--- src/sv/gbe_pkg.sv ---
`timescale 1ns / 1ps
`default_nettype none
package gbe_pkg;

    // Text store depth; must stay a power of two so the gap arithmetic wraps.
    localparam int DEPTH   = 4096;
    localparam int ADDR_W  = $clog2(DEPTH);
    localparam int CNT_W   = ADDR_W + 1;

    // Port field widths
    localparam int OP_W    = 3;
    localparam int CH_W    = 8;
    localparam int IDX_W   = 12;
    localparam int CUR_W   = 13;
    localparam int ST_W    = 2;

    // Request queue depth
    localparam int QUEUE_DEPTH = 2;
    localparam int QPTR_W      = $clog2(QUEUE_DEPTH);
    localparam int QCNT_W      = QPTR_W + 1;

    localparam logic [OP_W-1:0] OP_INSERT = 3'd0;
    localparam logic [OP_W-1:0] OP_LEFT   = 3'd1;
    localparam logic [OP_W-1:0] OP_RIGHT  = 3'd2;
    localparam logic [OP_W-1:0] OP_DELETE = 3'd3;
    localparam logic [OP_W-1:0] OP_READ   = 3'd4;

    localparam logic [ST_W-1:0] ST_DONE    = 2'd0;
    localparam logic [ST_W-1:0] ST_IGNORED = 2'd1;
    localparam logic [ST_W-1:0] ST_RANGE   = 2'd2;

    typedef enum logic [2:0] {
        K_INSERT,
        K_LEFT,
        K_RIGHT,
        K_DELETE,
        K_READ,
        K_BAD
    } t_kind;

    typedef struct packed {
        t_kind             kind;
        logic [CH_W-1:0]   ch;
        logic [IDX_W-1:0]  index;
    } t_cmd;

    typedef enum logic {
        S_IDLE,
        S_FIN
    } t_state;

endpackage
`default_nettype wire

--- src/sv/gbe_queue.sv ---
`timescale 1ns / 1ps
`default_nettype none
module gbe_queue (
    input  wire logic           i_clk,
    input  wire logic           i_rst_n,
    input  wire logic           i_push,
    input  wire gbe_pkg::t_cmd  i_cmd,
    input  wire logic           i_pop,
    output logic                o_full,
    output logic                o_valid,
    output gbe_pkg::t_cmd       o_cmd
);
    import gbe_pkg::*;

    t_cmd              r_slot [QUEUE_DEPTH];
    logic [QPTR_W-1:0] r_wptr, n_wptr;
    logic [QPTR_W-1:0] r_rptr, n_rptr;
    logic [QCNT_W-1:0] r_cnt,  n_cnt;
    logic              do_pop;

    assign o_full  = (r_cnt == QCNT_W'(QUEUE_DEPTH));
    assign o_valid = (r_cnt != '0);
    assign o_cmd   = r_slot[r_rptr];
    assign do_pop  = i_pop && o_valid;

    always_comb begin
        n_wptr = i_push ? r_wptr + 1'b1 : r_wptr;
        n_rptr = do_pop ? r_rptr + 1'b1 : r_rptr;
        n_cnt  = r_cnt + QCNT_W'(i_push) - QCNT_W'(do_pop);
    end

    always_ff @(posedge i_clk) begin
        if (!i_rst_n) begin
            r_wptr <= '0;
            r_rptr <= '0;
            r_cnt  <= '0;
        end else begin
            r_wptr <= n_wptr;
            r_rptr <= n_rptr;
            r_cnt  <= n_cnt;
        end
    end

    always_ff @(posedge i_clk) begin
        if (i_push) begin
            r_slot[r_wptr] <= i_cmd;
        end
    end

endmodule
`default_nettype wire

--- config.mk ---
export PLATFORM = sky130hd
export DESIGN_NAME = gbe_queue
export DESIGN_NICKNAME = d
export VERILOG_FILES = /design/src/sv/gbe_pkg.sv /design/src/sv/gbe_queue.sv
export SDC_FILE = /design/constraint.sdc
export NUM_CORES = 1
export LEC_CHECK = 0
export ABC_AREA = 1
export BUFFER_PORTS_ARGS = -buffer_cell sky130_fd_sc_hd__buf_4
export CORE_ASPECT_RATIO = 1.5
export CORE_UTILIZATION = 49
export CTS_BUF_LIST = sky130_fd_sc_hd__clkbuf_8
export CTS_CLUSTER_SIZE = 8
export DETAILED_ROUTE_END_ITERATION = 8
export HOLD_SLACK_MARGIN = 0.1
export PLACE_DENSITY = 0.75
export SYNTH_ARGS = -nofsm -noshare
export SYNTH_HDL_FRONTEND = slang
export SYNTH_SLANG_ARGS = --single-unit
--- constraint.sdc ---
create_clock -name i_clk -period 4.9 [get_ports i_clk]
set_input_delay 0.98 -clock i_clk [delete_from_list [all_inputs] [get_ports i_clk]]
set_output_delay 0.98 -clock i_clk [all_outputs]
set_load 0.01 [all_outputs]
==> results_dict.tcl, run 1 <==
set metrics [dict create \
    outcome "finished clean" \
    clock_power_share 0.227 \
    maxSlewViolCount 0 \
    design_area_mm2 0.002411 \
    pwr-share-comb 0.238 \
    drt_first_iter_violations 29 \
    crit_chain "mux2_2 -> buf_4" \
    layout_common_cells "buf_4 (51), edfxtp_1 (46), mux2_2 (23)" \
    pwr-share-seq 0.535 \
    p_int_uw 758.2 \
    die_area_mm2 0.004145 \
    min_path_type "reg2reg" \
    synthCells 108 \
    critical-path-max-stage-delay_ns 0.99 \
    setup_tns_ns 0 \
    cts_root_buffer "clkbuf_8" \
    drc 0 \
    end_kind "output pin" \
    final_cells 208 \
    antenna_cells 0 \
    ys_seq_elements 51 \
    fp-row-count 27 \
    antenna_found_initial 0 \
    yosysUniqueCellTypes 10 \
    cts_resized 0 \
    dp_cells 200 \
    cts_buffers 5 \
    hold_buffers 0 \
    vias_per_cell 5.034 \
    die_x_um 52.90 \
    port-buffer-count 51 \
    area_growth_pct 26.61 \
    clk_latency_ns 0.29 \
    cts_buffer_depth 2 \
    switching_share 0.2521 \
    ir_drop_v 0.0002952 \
    crit_type "reg2out" \
    startpoint_type "flip-flop" \
    synth_area_mm2 0.001904 \
    setup_violations 0 \
    regArea_mm2 0.001481 \
    wl_per_cell_um 14.66 \
    p_leak_nw 0.9592 \
    grt_pass1_vias 1119 \
    dr.pass1.iters 3 \
    p_total_mw 1.014 \
    cellPowerDensity_mw_per_mm2 420.5 \
    cap_violations 0 \
    post-cts-setup-buffers 0 \
    gr-usage-all-layers 0.1641 \
    synthesis.nets 137 \
    fp.dieH_um 78.35 \
    nNetsFinal 193 \
    finClkSkew_ns 0.002325 \
    nFillCells 271 \
    grt_max_degree 24 \
    r2r_slack_ns 3.26 \
    wirelength_um 3050 \
    multi_input_area_um2 369.1 \
    path_clk_slew_ns 0.08 \
    slowest_stage "dfxtp_1" \
    grt_pass1_wl_um 4747 \
    worst-path-buf-inv 1 \
    grt-ovfl-total 0 \
    cts.htree.levels 2 \
    drtAntennaViolNets 0 \
    seq_area_frac_synth 0.7779 \
    syn_avg_cell_area_um2 17.63 \
    cts_tree "done" \
    period_share 0.5789 \
    cp_max_fo 23 \
    dpl.hpwl_um 2087 \
    tightestPinTransition_ns 1.181 \
    gp_congestion 0.6367 \
    slew_headroom 0.2121 \
    postPlaceCellArea_mm2 0.002321 \
    yosysWarningCount 0 \
    fmax_ghz 0.3525 \
    arrival_ns 1.86 \
    clock-sinks 51 \
    crit_family "flip-flops" \
    vias 1047 \
    coreArea_mm2 0.003682 \
    switchingPower_uw 255.6 \
    worstPathRequired_ns 3.92 \
    initial_core_util 0.5172 \
    final_common_cell "buf_4" \
    final_hold_viol_count 0 \
    fin_crit_ns 2.837 \
    pin_count 52 \
    rsz0062_at_grt "no" \
    final_layout_size_suffix_gt1_frac 0.4909 \
]
-- synthesized netlist by cell type --
cell type	n	area (µm²)
dfxtp_1	5	100.1
nand3_1	2	10.01
nand2_1	8	30.03
ha_1	2	25.02
nor2_1	10	37.54
a21oi_1	1	5.000
inv_1	9	33.78
buf_6	2	22.52
edfxtp_1	46	1381
mux2_2	23	259.0
-- logic make-up (layout without fill, tap and decap cells) --
kind of cell | after synthesis | count (layout) | synth area share
DFF | 51 | 51 | 0.7779
muxes | 23 | 23 | 0.1360
and+or+nand+nor | 20 | 20 | 0.04074
buffers and inverters | 11 | 68 | 0.02956
adders and majority gates | 2 | 2 | 0.01314
AOI/OAI and AO/OA | 1 | 1 | 0.002626
-- path summary, 6_finish.rpt --
kind / end / depth (start not counted) / start
setup reg to reg: r_slot[0][14] / 1 / r_wptr
hold reg to reg: r_rptr / 2 / r_rptr
setup / recovery: o_cmd[4] / 2 / flip-flop
hold / removal: r_rptr / 2 / r_rptr
-- power groups by stage --
stage	clock network [mW]	logic, mW	registers [mW]
floorplan	0	0.158	0.531
global route	0.253	0.265	0.548
CTS	0.239	0.245	0.544
global placement	0	0.233	0.550
finish	0.230	0.242	0.542
detailed placement	0	0.243	0.553
-- tightest hold or removal path, stage by stage (launching register included) --
cell and delay, ns:
dfxtp_1 0.35, nor2_1 0.06, nor2_1 0.08
-- area by class of cell --
class	instances	area share
Clock buffer	6	0.03425
Timing Repair Buffer	51	0.1588
Clock inverter	2	0.003114
Multi-Input combinational cell	46	0.1531
Sequential cell	51	0.6144
Tap cell	43	0.02231
Inverter	9	0.01401
-- sequential cells by signal, summed over array words and instances, names as in the netlist, named ones only --
| signal | flops |
|---|---|
| r_cnt | 2 |
| r_slot | 46 |
| r_wptr | 1 |
| r_rptr | 1 |
-- layer usage --
metal  part of all wire  up-vias  track usage
li1                   -      503            -
met1               0.37      501       0.1593
met2               0.56       39       0.3051
met3              0.057        4      0.05233
met4              0.011        0      0.06053
met5                  0        -            0
-- stage by stage --
| stage | worst slack, ns | util | hold slack, ns |
|---|---|---|---|
| after floorplan | 2.503 | - | 0.4675 |
| after global placement | 2.372 | 0.6303 | 0.4881 |
| after detailed placement | 2.328 | 0.6303 | 0.4988 |
| after CTS | 1.988 | 0.6548 | 0.5220 |
| after global routing | 1.915 | 0.6548 | 0.5380 |
| final | 2.063 | 0.6548 | 0.5237 |
(Power assumes the default switching activity.)
==> inputs of run 2 (changes only) <==
--- a/config.mk
+++ b/config.mk
@@ -5,7 +5,7 @@
 export SDC_FILE = /design/constraint.sdc
 export NUM_CORES = 1
 export LEC_CHECK = 0
-export ABC_AREA = 1
+export ABC_AREA = 0
 export BUFFER_PORTS_ARGS = -buffer_cell sky130_fd_sc_hd__buf_4
 export CORE_ASPECT_RATIO = 1.5
 export CORE_UTILIZATION = 49
==> constraint.sdc (replaced) <==
create_clock -name i_clk -period 2.7 [get_ports i_clk]
set_input_delay 0.54 -clock i_clk [delete_from_list [all_inputs] [get_ports i_clk]]
set_output_delay 0.54 -clock i_clk [all_outputs]
set_load 0.01 [all_outputs]
==> results_dict.tcl, run 2 <==
set metrics [dict create \
    fp.dieH_um 79.92 \
    setup_tns_ns 0 \
    design_area_mm2 0.002514 \
    place_ws_ns 0.7585 \
    wl_met2_um 1845 \
    cts_resized 0 \
    final_hold_viol_count 0 \
    syn_avg_cell_area_um2 21.10 \
    setup_slack_ns 0.4510 \
    outcome "finished clean" \
    reg.largest.list "r_slot (46), r_cnt (2)" \
    final_cells 200 \
    layout_common_cells "buf_4 (55), edfxtp_1 (46), mux2_4 (20)" \
    switching_share 0.2434 \
    cts_tree "done" \
    die_x_um 53.95 \
    yosysUniqueCellTypes 16 \
    wl_met3_um 115 \
    clock-sinks 51 \
    final_layout_size_suffix_gt1_frac 0.5355 \
    coreArea_mm2 0.003924 \
    wl_per_cell_um 15.27 \
    fmax_ghz 0.4446 \
    grt_pass1_wl_um 4705 \
    drtAntennaViolNets 0 \
    yosys-top-cells-count "edfxtp_1 (46), mux2_4 (20), dfxtp_1 (5), nor2b_1 (4), mux2_1 (3)" \
    hold_slack_ns 0.4290 \
    p_leak_nw 1.019 \
    hold_buffers 0 \
    synth_area_mm2 0.001983 \
    antenna_cells 0 \
    antenna_found_initial 0 \
    area_growth_pct 26.75 \
    ir_drop_v 0.0005253 \
    finClkSkew_ns 0.005127 \
    drt_first_iter_violations 15 \
    rsz0062_at_grt "no" \
    pwr-share-seq 0.512 \
    final_common_cell "buf_4" \
    wl_met1_um 1073 \
    end_kind "output pin" \
    setup_violations 0 \
    slew_headroom 0.6550 \
    synth.most_common_cell "edfxtp_1" \
    synth.top_cell.area_share 0.6965 \
    dp_cells 192 \
    grt_pass1_vias 1060 \
    dr.pass1.iters 4 \
    fin_crit_ns 2.249 \
    synth_edf_count 46 \
    synthCells 94 \
    gr-usage-all-layers 0.1631 \
    post-cts-setup-buffers 0 \
    period_share 0.8330 \
    synthArstFlopShare 0 \
    wirelength_um 3053 \
    largest_reg_flops 46 \
    grt-ovfl-total 0 \
    pin_count 52 \
    cellPowerDensity_mw_per_mm2 752.9 \
    die_area_mm2 0.004311 \
    synth.area.top_cells "edfxtp_1 (70%), mux2_4 (15%), dfxtp_1 (5.0%)" \
    cts_buffers 5 \
    tightestPinTransition_ns 0.5151 \
    regMostFlops "r_slot" \
    vias 977 \
    ys_seq_elements 51 \
    min_path_type "in2reg" \
    cap_violations 0 \
    arrival_ns 1.71 \
    switchingPower_uw 460.6 \
    maxSlewViolCount 0 \
    synthesis.nets 123 \
    gp_congestion 0.6600 \
    initial_core_util 0.5054 \
    postPlaceCellArea_mm2 0.002432 \
    startpoint_type "flip-flop" \
    drc 0 \
    dpl.hpwl_um 2317 \
    port-buffer-count 51 \
    nNetsFinal 183 \
    grt_max_degree 24 \
    cts_buffer_depth 2 \
    yosys.area.top_type "edfxtp_1" \
    clk_latency_ns 0.29 \
    vias_per_cell 4.885 \
    top_layer_used "met4" \
    fp-row-count 28 \
    worstPathRequired_ns 2.16 \
    seq_area_frac_synth 0.7470 \
    cp_max_fo 9 \
    p_int_mw 1.432 \
    cts.htree.levels 2 \
    synthFlopType "edfxtp_1" \
    pwr-share-comb 0.283 \
    yosysWarningCount 0 \
    clock_power_share 0.205 \
    crit_type "reg2out" \
    cts_root_buffer "clkbuf_8" \
    nFillCells 299 \
    path_clk_slew_ns 0.08 \
]
## run 2: cell count changes in the layout (fill, tap and decap cells not counted), moves of 3 or more
cell and delta:
buf_4 +4, inv_1 -6, mux2_1 +3, mux2_2 -23, mux2_4 +20, nand2_1 -7
nor2_1 -9, nor2b_1 +3
## run 2: power groups by stage
stage / combinational, mW / clock [mW] / sequential [mW]
global placement: 0.525 / 0 / 0.981
detailed placement: 0.545 / 0 / 0.989
CTS: 0.546 / 0.404 / 0.971
floorplan: 0.353 / 0 / 0.968
global route: 0.589 / 0.437 / 0.976
finish: 0.535 / 0.388 / 0.970
## run 2: logic make-up (layout without fill, tap and decap cells)
kind of cell             count (synthesis)  count (layout)  share of synthesized area
XOR/XNOR                                 1               1                    0.01136
flip-flops                              51              51                     0.7470
buffers and inverters                    4              65                    0.01514
AO/OA/AOI/OAI                            2               2                   0.008204
multiplexers                            25              25                     0.1785
AND/OR/NAND/NOR                          9               9                    0.02713
adder cells (fa/ha/maj)                  2               2                    0.01262
## run 2: layout make-up
class / instances / area (µm²) / share of cell area
clock buffers: 5 / 68.82 / 0.02738
flip-flops and latches: 51 / 1481 / 0.5893
inverters: 2 / 7.507 / 0.002987
repair buffers: 55 / 412.9 / 0.1643
multi-input cells: 39 / 474.2 / 0.1887
well taps: 45 / 56.30 / 0.02240
clock inverters: 3 / 12.51 / 0.004978
## run 2: stage by stage
step	total power, mW	utilization
after detailed placement	1.533	0.6199
after CTS	1.921	0.6406
after global routing	2.002	0.6406
after global placement	1.507	0.6199
after floorplan	1.320	-
final	1.893	0.6406
## run 2: path summary, 6_finish.rpt
kind                                 from            end  slack [ns]  cells past startpoint
worst min register to register     r_rptr      flip-flop        0.50                      2
worst max register to register   r_cnt[1]       r_cnt[1]        1.27                      6
worst max-delay path            flip-flop      o_cmd[11]        0.45                      3
worst min-delay path            i_cmd[13]  r_slot[1][13]        0.43                      1
## run 2: worst max-delay path: stages, from the launching register on
cell and delay (ns):
dfxtp_1 0.65, buf_4 0.29, mux2_1 0.34, buf_4 0.15
## run 2: layer usage
layer  up-vias  track usage
met5         -            0
met1       473       0.1482
met3         2      0.05714
met2        28       0.3099
li1        474            -
met4         0      0.05526
==> inputs of run 3 (changes only) <==
--- a/config.mk
+++ b/config.mk
@@ -13,7 +13,7 @@
 export CTS_CLUSTER_SIZE = 8
 export DETAILED_ROUTE_END_ITERATION = 8
 export HOLD_SLACK_MARGIN = 0.1
-export PLACE_DENSITY = 0.75
+export PLACE_DENSITY = 0.78
 export SYNTH_ARGS = -nofsm -noshare
 export SYNTH_HDL_FRONTEND = slang
 export SYNTH_SLANG_ARGS = --single-unit
==> constraint.sdc (replaced) <==
create_clock -name i_clk -period 1.93 [get_ports i_clk]
set_input_delay 0.386 -clock i_clk [delete_from_list [all_inputs] [get_ports i_clk]]
set_output_delay 0.386 -clock i_clk [all_outputs]
set_load 0.01 [all_outputs]
==> results_dict.tcl, run 3 (same netlist as run 2, synthesis figures left out) <==
set metrics [dict create \
    final_common_cell "buf_4" \
    critical-path-max-stage-delay_ns 0.34 \
    antenna_cells 0 \
    grt_pass1_vias 1064 \
    fp.dieH_um 79.92 \
    end_kind "output pin" \
    final_hold_viol_count 0 \
    setup_violations 0 \
    clock-sinks 51 \
    final_layout_size_suffix_gt1_frac 0.5414 \
    arrival_ns 1.42 \
    wl_per_cell_um 14.89 \
    fin_crit_ns 1.802 \
    cp_common_cell "buf_4" \
    final_util 0.6445 \
    drc 0 \
    cp_max_fo 17 \
    cts_buffer_depth 2 \
    fp-row-count 28 \
    dr.pass1.iters 4 \
    grt-ovfl-total 0 \
    gr-usage-all-layers 0.1599 \
    maxSlewViolCount 0 \
    grt_max_degree 18 \
    cts.htree.levels 2 \
    reg.largest.list "r_slot (46), r_cnt (2)" \
    nNetsFinal 185 \
    clk_latency_ns 0.29 \
    die_x_um 53.95 \
    startpoint_type "flip-flop" \
    period_share 0.9339 \
    hold_buffers 0 \
    fmax_ghz 0.5548 \
    worstPathRequired_ns 1.54 \
    area_growth_pct 27.51 \
    crit_chain "buf_4 -> mux2_4 -> buf_4" \
    pin_count 52 \
    vias 991 \
    wirelength_um 3008 \
    grt_pass1_wl_um 4623 \
    gp_congestion 0.6413 \
    vias_per_cell 4.906 \
    rsz0062_at_grt "no" \
    drt_first_iter_violations 42 \
    crit_type "reg2out" \
    min_path_type "in2reg" \
    postPlaceCellArea_mm2 0.002447 \
    design_area_mm2 0.002529 \
    tightestPinTransition_ns 0.3106 \
    cts_tree "done" \
    initial_core_util 0.5054 \
    regMostFlops "r_slot" \
    cts_resized 0 \
    cts_buffers 5 \
    antenna_found_initial 0 \
    cap_violations 0 \
    drtAntennaViolNets 0 \
    setup_tns_ns 0 \
    coreArea_mm2 0.003924 \
    slowest_stage "mux2_4" \
    slew_headroom 0.7929 \
    layout_common_cells "buf_4 (57), edfxtp_1 (46), mux2_4 (20)" \
    cts_root_buffer "clkbuf_8" \
    ir_drop_v 0.0008054 \
    finClkSkew_ns 0.005355 \
    die_area_mm2 0.004311 \
    outcome "finished clean" \
    port-buffer-count 51 \
    largest_reg_flops 46 \
    p_leak_nw 1.029 \
    nFillCells 291 \
    path_clk_slew_ns 0.08 \
    dpl.hpwl_um 2232 \
    cellPowerDensity_mw_per_mm2 1050 \
    post-cts-setup-buffers 0 \
]
## run 3: changes by cell type in the layout (fill, tap and decap cells not counted)
cell,previous run,this run
buf_4,55,57
## run 3: path summary, 6_finish.rpt
path	startpoint	end	slack [ns]	cells past startpoint
setup reg to reg	r_cnt[1]	r_cnt[1]	0.50	6
hold reg to reg	r_rptr	r_rptr	0.52	2
hold / removal	i_cmd[8]	r_slot[1][8]	0.27	1
setup / recovery	flip-flop	o_cmd[10]	0.13	3
## run 3: metal layers
| layer | GRT usage | vias up | routed length (µm) |
|---|---|---|---|
| li1 | - | 481 | - |
| met1 | 0.1438 | 465 | 1022 |
| met2 | 0.2864 | 37 | 1737 |
| met3 | 0.06095 | 8 | 186 |
| met4 | 0.08684 | 0 | 62 |
| met5 | 0 | - | 0 |
## run 3: layout make-up
class	count	area, µm²	area share
clock buffer	5	68.82	0.02721
clock inverter	3	12.51	0.004948
inverter	2	7.507	0.002969
multi-input combinational	39	474.2	0.1875
sequential	51	1481	0.5858
tap	45	56.30	0.02227
timing repair buffer	57	427.9	0.1692
## run 3: worst max-delay path: cells and delay by family, from the launching register on
| family | cells | cell delay [ns] |
|---|---|---|
| buffers and inverters | 2 | 0.45 |
| muxes | 1 | 0.34 |
| DFF | 1 | 0.33 |
## run 3: where the power goes
group          leakage, nW  total [mW]  internal, mW  switching (mW)
combinational        0.505       0.780         0.469           0.310
clock               0.0505       0.541         0.244           0.297
sequential           0.473        1.33          1.29          0.0393
total                 1.03        2.65          2.01           0.647
## run 3: per-stage QoR
step	cells	setup WS, ns	hold slack [ns]	power, mW
final	202	0.1275	0.2709	2.654
after global routing	202	0.05797	0.2532	2.789
after CTS	202	0.1047	0.2609	2.686
after detailed placement	194	0.4344	0.4805	2.147
after global placement	194	0.4560	0.4602	2.105
after floorplan	94	0.04307	0.4516	1.847
